### src/sv/sida_pkg.sv
`default_nettype none

package sida_pkg;

    // Defaults for the top-level parameters.
    localparam int DEF_TABLE_DEPTH = 64;
    localparam int DEF_ID_WIDTH    = 16;

    // Fan-in of the first level of the free-identifier search tree.
    localparam int GROUP_SIZE = 8;

    // Operation codes on the input port.
    localparam logic [1:0] OPC_INSERT = 2'd0;
    localparam logic [1:0] OPC_REMOVE = 2'd1;

    // Classified operation carried from front to back.
    typedef enum logic [1:0] {
        K_INSERT,
        K_REMOVE,
        K_QUERY
    } t_kind;

    // Result status codes.
    typedef enum logic [1:0] {
        ST_OK   = 2'd0,
        ST_DUP  = 2'd1,
        ST_FULL = 2'd2,
        ST_MISS = 2'd3
    } t_status;

    // Back-end sequencer states.
    typedef enum logic [2:0] {
        S_IDLE,
        S_CMP,
        S_HIT,
        S_UPD,
        S_GAP1,
        S_GAP2,
        S_PUSH
    } t_state;

    // Update strobes from the sequencer to the cell array.
    typedef struct packed {
        logic ins;
        logic del;
    } t_cell_ctl;

endpackage

`default_nettype wire

### src/sv/sida_fifo.sv
`default_nettype none

module sida_fifo #(
    parameter int WIDTH = 8
) (
    input  logic             i_clk,
    input  logic             i_rst_n,
    input  logic             i_push,
    input  logic [WIDTH-1:0] i_data,
    output logic             o_full,
    input  logic             i_pop,
    output logic [WIDTH-1:0] o_data,
    output logic             o_empty
);

    // Two-entry queue; the head is always registered.
    logic [WIDTH-1:0] r_data [2];
    logic             r_wr;
    logic             r_rd;
    logic [1:0]       r_cnt;
    logic             w_do_push;
    logic             w_do_pop;

    assign o_full    = (r_cnt == 2'd2);
    assign o_empty   = (r_cnt == 2'd0);
    assign o_data    = r_data[r_rd];
    assign w_do_push = i_push && !o_full;
    assign w_do_pop  = i_pop && !o_empty;

    always_ff @(posedge i_clk) begin
        if (!i_rst_n) begin
            r_wr  <= 1'b0;
            r_rd  <= 1'b0;
            r_cnt <= 2'd0;
        end else begin
            if (w_do_push) begin
                r_wr <= !r_wr;
            end
            if (w_do_pop) begin
                r_rd <= !r_rd;
            end
            if (w_do_push && !w_do_pop) begin
                r_cnt <= r_cnt + 2'd1;
            end else if (w_do_pop && !w_do_push) begin
                r_cnt <= r_cnt - 2'd1;
            end
        end
    end

    always_ff @(posedge i_clk) begin
        if (w_do_push) begin
            r_data[r_wr] <= i_data;
        end
    end

endmodule

`default_nettype wire

### src/sv/sida_front.sv
`default_nettype none

module sida_front #(
    parameter int ID_WIDTH = sida_pkg::DEF_ID_WIDTH
) (
    input  logic                i_clk,
    input  logic                i_rst_n,
    input  logic                i_push,
    output logic                o_full,
    input  logic [1:0]          i_operation,
    input  logic [ID_WIDTH-1:0] i_ident,
    input  logic                i_pop,
    output logic                o_empty,
    output sida_pkg::t_kind     o_kind,
    output logic [ID_WIDTH-1:0] o_ident
);

    import sida_pkg::*;

    localparam int QW = $bits(t_kind) + ID_WIDTH;

    t_kind           w_kind;
    logic [QW-1:0]   w_head;

    // Unused opcodes behave as a query.
    always_comb begin
        case (i_operation)
            OPC_INSERT: w_kind = K_INSERT;
            OPC_REMOVE: w_kind = K_REMOVE;
            default:    w_kind = K_QUERY;
        endcase
    end

    sida_fifo #(
        .WIDTH (QW)
    ) u_queue (
        .i_clk   (i_clk),
        .i_rst_n (i_rst_n),
        .i_push  (i_push),
        .i_data  ({w_kind, i_ident}),
        .o_full  (o_full),
        .i_pop   (i_pop),
        .o_data  (w_head),
        .o_empty (o_empty)
    );

    assign o_kind  = t_kind'(w_head[QW-1:ID_WIDTH]);
    assign o_ident = w_head[ID_WIDTH-1:0];

endmodule

`default_nettype wire

### config.mk
export PLATFORM = sky130hd
export DESIGN_NAME = sida_front
export DESIGN_NICKNAME = d
export VERILOG_FILES = /design/src/sv/sida_pkg.sv /design/src/sv/sida_fifo.sv /design/src/sv/sida_front.sv
export SDC_FILE = /design/constraint.sdc
export NUM_CORES = 1
export LEC_CHECK = 0
export ABC_CLOCK_PERIOD_IN_PS = 2000
export BUFFER_PORTS_ARGS = -buffer_cell sky130_fd_sc_hd__buf_2
export CORE_ASPECT_RATIO = 1.75
export CORE_MARGIN = 2
export CORE_UTILIZATION = 38
export CTS_BUF_LIST = sky130_fd_sc_hd__clkbuf_4
export CTS_CLUSTER_SIZE = 25
export DETAILED_ROUTE_END_ITERATION = 8
export SYNTH_ARGS = -nofsm -noshare
export SYNTH_HDL_FRONTEND = slang
export SYNTH_SLANG_ARGS = --single-unit
### constraint.sdc
create_clock -name i_clk -period 2 [get_ports i_clk]
set_input_delay 0.4 -clock i_clk [delete_from_list [all_inputs] [get_ports i_clk]]
set_output_delay 0.4 -clock i_clk [all_outputs]
set_load 0.05 [all_outputs]
==> out/summary.log, run 1 <==
qor: power_and_ir_drop.leakagePower 0.000715 uW
qor: finish.nets 154
qor: routing.drc_errors 0
qor: min_path.holdPathEnd u_queue.r_data[1][1]
qor: timing.final.min_clock_period 1.88 ns
qor: logic_synthesis.yosys_register_bits 41
qor: place.detailed_placement_wirelength_estimate 1740 um
qor: routing.detail_route.first_pass.iterations 3
qor: finish.post-route-util 48.2%
qor: worst_setup_path.cp-start-kind register
qor: timing.hold_viol 0
qor: finish.syn2layout_area_growth 20.9%
qor: clock_network.clock_tree.root_cell clkbuf_4
qor: power_and_ir_drop.intPower 1540 uW
qor: place.placedCellCount 172
qor: min_path.hold_depth 1
qor: clock_network.clk_pin_slew 0.11 ns
qor: global_route.globalRouteOverflowTotal 0
qor: power_and_ir_drop.power.share.sequential 43.7%
qor: logic_synthesis.ys_warn_count 0
qor: logic_synthesis.synth-edff-count 36
qor: global_route.number_of_antenna_violations_at_the_first_check_in_global_routing 0
qor: place.pre_cts_slack 0.375 ns
qor: power_and_ir_drop.power.density_cell_area 1380 mW/mm2
qor: floorplan.io_pins 42
qor: logic_synthesis.synth_flop_cell edfxtp_1
qor: min_path.timing.hold.worst.class in -> reg
qor: floorplan.die-width 52.1 um
qor: finish.layout.cells.most_common buf_2
qor: clock_network.cts_tree built
qor: clock_network.ctsHtreeMaxLevel 2
qor: routing.totalWireLength 2390 um
qor: job.drv_cap 0
qor: routing.first_iter_violations 10
qor: timing.highest_achievable_clock_rate 0.533 GHz
qor: logic_synthesis.syn_inst 83
qor: min_path.hold_path.startpoint i_ident[1]
qor: logic_synthesis.synth_fp_nets 106
qor: power_and_ir_drop.clock_power_share 14.1%
qor: timing.max_slew_margin 83.4%
qor: timing.rsz0062_at_grt false
qor: clock_network.clock_tree.buffer_depth 2
qor: routing.met2WireLength 1330 um
qor: finish.layoutNonFillerInstCount 180
qor: global_route.vias_in_the_first_global_route 895
qor: status.run_status finished, final reports clean
qor: routing.highest-signal-layer met4
qor: floorplan.row_count 30
qor: logic_synthesis.postSynthAreaPerCell 18.6 um2
qor: place.globalplace.congestion 0.653
qor: global_route.grt_pass1_wl 3770 um
qor: timing.worst-slew-pin-transition 0.248 ns
qor: global_route.grt_start_max_net_pins 19
qor: timing.fin_tns_setup 0 ns
qor: logic_synthesis.mappedNetlistArea 0.00154 mm2
qor: logic_synthesis.ys_types 23
qor: worst_setup_path.r2r_start u_queue.r_cnt[0]
qor: routing.dr_total_vias 828
qor: place.portBuffers 41
qor: floorplan.chipHeight 88.2 um
qor: global_route.grt_util_all_layers 11.7%
qor: worst_setup_path.endpoint_required_time_on_the_critical_path 1.60 ns
qor: floorplan.initial_core_util 39.8%
qor: clock_network.cts_resized 0
qor: routing.post_drt_via_cell_ratio 4.60
qor: worst_setup_path.crit_fanout 18
qor: power_and_ir_drop.irDropWorstVdd 0.000664 V
qor: logic_synthesis.synth_async_sr_flop_share 0%
qor: clock_network.worst_skew_pair.late_latency 0.33 ns
qor: timing.crit_path_setup_slack_layout 0.123 ns
qor: worst_setup_path.reg2reg_slack 0.35 ns
qor: routing.routed_wire_length_per_instance 13.3 um
qor: finish.insertedDiodeCount 0
qor: timing.timing_max_transition_violations_final 0
qor: clock_network.cts_num_sinks 41
qor: floorplan.fp.dieArea 0.00460 mm2
qor: floorplan.core_area 0.00387 mm2
qor: routing.met3_length 173 um
qor: finish.proportion_of_layout_cells_with_a_drive_suffix_above_1 53.0%
qor: worst_setup_path.reg2reg_to u_queue.r_cnt[1]
qor: finish.most-common-layout-cells 41 x buf_2, 36 x edfxtp_1, 18 x mux2_2
qor: clock_network.cts_inserted_buffers 5
qor: timing.finClkSkew 0.00386 ns
qor: timing.timing.final.crit_share 93.8%
qor: power_and_ir_drop.part_of_the_power_in_combinational_logic 42.2%
qor: worst_setup_path.r2r_cells 6
qor: routing.route.layer.met1.wl 820 um
qor: routing.ant_nets 0
qor: worst_setup_path.cp_data_arrival_time 1.48 ns
qor: logic_synthesis.synth-seq-area-share 76.7%
qor: worst_setup_path.worst_setup_path_end_kind output port
qor: clock_network.total_of_hold_buffers_inserted_after_clock_tree_synthesis 0
qor: clock_network.post-cts-setup-buffers 0
qor: power_and_ir_drop.sw_share 40.4%
qor: timing.finalSetupViolCount 0
qor: power_and_ir_drop.netSwitchingPower 1040 uW
qor: worst_setup_path.timing_worst_setup_path_type reg -> out
-- per-stage QoR --
| stage | area [um2] | hold slack, ns | power [uW] |
|---|---|---|---|
| floorplan | 1540 | 0.483 | 2020 |
| global placement | 1810 | 0.497 | 2220 |
| detailed placement | 1810 | 0.548 | 2250 |
| CTS | 1860 | 0.230 | 2620 |
| global route | 1860 | 0.220 | 2710 |
| finish | 1860 | 0.252 | 2580 |
-- cell type report --
| cell class | count | area, um2 |
|---|---|---|
| sequential | 41 | 1180 |
| fill | 348 | 2000 |
| timing repair buffer | 44 | 228 |
| inverter | 2 | 7.51 |
| multi-input combinational | 37 | 335 |
| tap | 48 | 60.1 |
| clock buffer | 5 | 37.5 |
| clock inverter | 3 | 12.5 |
-- cell usage after synthesis (2+ instances only) --
| cell type | count | area share, % |
|---|---|---|
| nor2_1 | 2 | 0.49 |
| and2_1 | 3 | 1.2 |
| xnor2_1 | 2 | 1.1 |
| mux2_2 | 18 | 13 |
| dfxtp_1 | 5 | 6.5 |
| edfxtp_1 | 36 | 70 |
-- kinds of logic (layout without fill, tap and decap cells) --
family | count (synthesis) | after routing | share of synthesized area (%)
DFF | 41 | 41 | 76.7
muxes | 18 | 18 | 13.2
and+or+nand+nor | 10 | 10 | 3.98
AOI/OAI and AO/OA | 5 | 5 | 2.11
buffers and inverters | 5 | 54 | 1.54
xor gates and xnor gates | 3 | 3 | 1.71
adders and majority gates | 1 | 1 | 0.812
-- worst max-delay path by stage --
stage                     start              endpoint  slack (ns)  cells past startpoint
6_report               register           o_ident[10]        0.12                      3
2_1_floorplan  u_queue.r_cnt[0]  u_queue.r_data[0][0]        0.14                      3
3_5_place_dp   u_queue.r_cnt[0]      u_queue.r_cnt[1]        0.38                      6
4_1_cts                register           o_ident[10]        0.08                      3
3_3_place_gp   u_queue.r_cnt[0]      u_queue.r_cnt[1]        0.47                      6
5_1_grt                register           o_ident[10]        0.03                      3
-- critical path: stages (launching register included) --
cell,delay [ns]
dfxtp_1,0.32
buf_4,0.24
mux2_2,0.37
buf_2,0.21
-- power groups by stage --
stage,Combinational (uW),Clock [uW],Sequential [uW]
2_1_floorplan,881,0,1140
3_3_place_gp,1080,0,1140
6_report,1090,363,1130
5_1_grt,1150,417,1140
3_5_place_dp,1100,0,1150
4_1_cts,1100,388,1130
-- state kept, by name (all words and copies together), names as in the netlist, named ones only --
name / cells
u_queue.r_cnt: 2
u_queue.r_data: 36
u_queue.r_rd: 1
u_queue.r_wr: 1
-- metal layers --
layer  vias to the layer above  global-route usage [%]
li1                        409                       -
met1                       386                    10.4
met2                        27                    20.9
met3                         6                    4.90
met4                         0                    7.18
met5                         -                       0
Note: power is estimated with default switching activity, not from simulation.
==> inputs of run 2 (changes only) <==
SYNTH_HIERARCHICAL = 1   (was default)
==> run 2 against run 1 <==
Compared with the run above: sequential cell count is the same; critical path depth stayed put; clock-buffer cell count grew 2; critical endpoint is now o_ident[8]; global-route usage is 0.55 points higher; final area is 0.74% higher; sequential share of layout area fell by 0.47 points; fmax shrank 0.26%; critical path type unchanged; wire length grew 1.3%; hold slack improved by 0.0025 ns; worst setup slack worse by 0.0048 ns.
==> out/summary.log, run 2 <==
qor: place.portBuffers 41
qor: routing.first_iter_violations 8
qor: finish.syn2layout_area_growth 21.8%
qor: finish.most-common-layout-cells 41 x buf_2, 36 x edfxtp_1, 18 x mux2_2
qor: timing.finalSetupViolCount 0
qor: logic_synthesis.ys_types 23
qor: floorplan.io_pins 42
qor: finish.insertedDiodeCount 0
qor: timing.timing.final.crit_share 94.1%
qor: clock_network.total_of_hold_buffers_inserted_after_clock_tree_synthesis 0
qor: power_and_ir_drop.power.density_cell_area 1390 mW/mm2
qor: routing.post_drt_via_cell_ratio 4.73
qor: clock_network.cts_resized 0
qor: logic_synthesis.synth-edff-count 36
qor: timing.highest_achievable_clock_rate 0.531 GHz
qor: floorplan.core_area 0.00387 mm2
qor: finish.fillers 353
qor: logic_synthesis.syn_inst 83
qor: clock_network.clk_pin_slew 0.11 ns
qor: worst_setup_path.timing_worst_setup_path_type reg -> out
qor: place.globalplace.congestion 0.626
qor: logic_synthesis.ys_warn_count 6
qor: global_route.globalRouteMet1Util 11.1%
qor: min_path.hold_path.startpoint i_ident[14]
qor: logic_synthesis.synth_flop_cell edfxtp_1
qor: floorplan.row_count 30
qor: routing.routed_wire_length_per_instance 13.4 um
qor: min_path.holdPathEnd u_queue/r_data[1][14]
qor: power_and_ir_drop.irDropWorstVdd 0.000965 V
qor: logic_synthesis.top_cell_type_by_total_area_after_synthesis edfxtp_1
qor: worst_setup_path.cp_data_arrival_time 1.48 ns
qor: min_path.timing.hold.worst.class in -> reg
qor: logic_synthesis.postSynthAreaPerCell 18.6 um2
qor: global_route.gr-max-usage-layer met2
qor: worst_setup_path.reg2reg_to u_queue/r_cnt[1]
qor: routing.ant_nets 0
qor: global_route.grt_util_all_layers 12.2%
qor: worst_setup_path.r2r_cells 6
qor: power_and_ir_drop.leakagePower 0.000724 uW
qor: timing.max_slew_margin 75.1%
qor: finish.layout.cells.most_common buf_2
qor: place.detailed_placement_wirelength_estimate 1790 um
qor: routing.totalWireLength 2420 um
qor: finish.largest_register_ff_count 36
qor: clock_network.worst_skew_pair.late_latency 0.33 ns
qor: finish.area.sequential 0.00118 mm2
qor: floorplan.initial_core_util 39.8%
qor: logic_synthesis.mappedNetlistArea 0.00154 mm2
qor: timing.worst-slew-pin-transition 0.373 ns
qor: clock_network.clock_tree.buffer_depth 2
qor: finish.nets 155
qor: finish.reg_top3 u_queue/r_data (36), u_queue/r_cnt (2)
qor: finish.proportion_of_layout_cells_with_a_drive_suffix_above_1 54.1%
qor: timing.finClkSkew 0.0126 ns
qor: global_route.grt_pass1_wl 3960 um
qor: logic_synthesis.synthDominantCellAreaShare 70.2%
qor: logic_synthesis.netlist_top_cells_area edfxtp_1 70%, mux2_2 13%, dfxtp_1 6.5%
qor: timing.final.min_clock_period 1.88 ns
qor: worst_setup_path.endpoint_required_time_on_the_critical_path 1.60 ns
qor: routing.drc_errors 0
qor: logic_synthesis.yosys_register_bits 41
qor: clock_network.ctsHtreeMaxLevel 2
qor: logic_synthesis.post-synth-top-count-cell edfxtp_1
qor: worst_setup_path.worst_setup_path_end_kind output port
qor: finish.post-route-util 48.5%
qor: global_route.met2_track_usage_gr 22.8%
qor: logic_synthesis.synthTopCellsByCount 36 x edfxtp_1, 18 x mux2_2, 5 x dfxtp_1
qor: routing.detail_route.first_pass.iterations 4
qor: global_route.groute.layer.met3.usage 4.22%
qor: clock_network.cts_inserted_buffers 5
qor: floorplan.die-width 52.1 um
qor: status.run_status finished, final reports clean
qor: global_route.globalRouteOverflowTotal 0
qor: global_route.grt_start_max_net_pins 20
qor: worst_setup_path.reg2reg_slack 0.40 ns
qor: job.drv_cap 0
qor: timing.rsz0062_at_grt false
qor: routing.dr_total_vias 857
qor: timing.timing_max_transition_violations_final 0
qor: floorplan.fp.dieArea 0.00460 mm2
qor: clock_network.clock_tree.root_cell clkbuf_4
qor: global_route.vias_in_the_first_global_route 914
qor: finish.max_flop_register u_queue/r_data
qor: global_route.number_of_antenna_violations_at_the_first_check_in_global_routing 0
qor: worst_setup_path.r2r_start u_queue/r_cnt[0]
qor: timing.hold_viol 0
qor: floorplan.chipHeight 88.2 um
qor: logic_synthesis.synth_async_sr_flop_share 0%
qor: logic_synthesis.synth_fp_nets 106
qor: clock_network.cts_tree built
qor: logic_synthesis.synth-seq-area-share 76.7%
qor: min_path.hold_depth 1
qor: worst_setup_path.crit_fanout 18
qor: clock_network.post-cts-setup-buffers 0
qor: clock_network.cts_num_sinks 41
qor: finish.multi_input_area 335 um2
qor: timing.fin_tns_setup 0 ns
qor: worst_setup_path.cp-start-kind register
run 2: per-stage QoR:
step	worst slack (ns)	power, uW	hold WS [ns]	cells	instance area, um2
3_5_place_dp	0.415	2250	0.529	173	1820
6_report	0.118	2600	0.254	181	1880
2_1_floorplan	0.142	2020	0.483	83	1540
3_3_place_gp	0.466	2230	0.501	173	1820
4_1_cts	0.0778	2640	0.233	181	1880
5_1_grt	0.0248	2750	0.227	181	1880
run 2: power breakdown:
group          internal, uW  switching (uW)  leakage (uW)
Clock                   162             220     0.0000338
Sequential             1080            48.7      0.000378
Combinational           330             759      0.000312
run 2: metal layers:
layer	wire, um	vias to the layer above
met4	17	0
met5	0	-
li1	-	412
met3	146	2
met1	821	413
met2	1430	30
run 2: how the worst max path moves through the flow:
stage	from	to	slack, ns	depth (start not counted)
finish	register	o_ident[8]	0.12	3
global route	register	o_ident[8]	0.02	3
CTS	register	o_ident[12]	0.08	3
detailed placement	u_queue/r_cnt[0]	u_queue/r_cnt[1]	0.41	6
global placement	u_queue/r_cnt[0]	u_queue/r_cnt[1]	0.47	6
floorplan	u_queue/r_cnt[0]	u_queue/r_data[0][0]	0.14	3
run 2: layout make-up:
class | count | area share [%]
multi-input combinational | 37 | 17.9
clock buffer | 7 | 2.80
sequential | 41 | 63.0
inverter | 2 | 0.400
tap | 48 | 3.20
clock inverter | 1 | 0.200
timing repair buffer | 45 | 12.5
run 2: cell families (layout without fill, tap and decap cells):
family | count (synthesis) | count (layout) | share of synthesized area (%)
adders and majority gates | 1 | 1 | 0.812
and+or+nand+nor | 10 | 10 | 3.98
buffers and inverters | 5 | 55 | 1.54
xor gates and xnor gates | 3 | 3 | 1.71
muxes | 18 | 18 | 13.2
DFF | 41 | 41 | 76.7
AOI/OAI and AO/OA | 5 | 5 | 2.11
run 2: worst max-delay path: stages (launching register included):
cell and delay (ns):
dfxtp_1 0.32, buf_4 0.25, mux2_2 0.38, buf_2 0.21
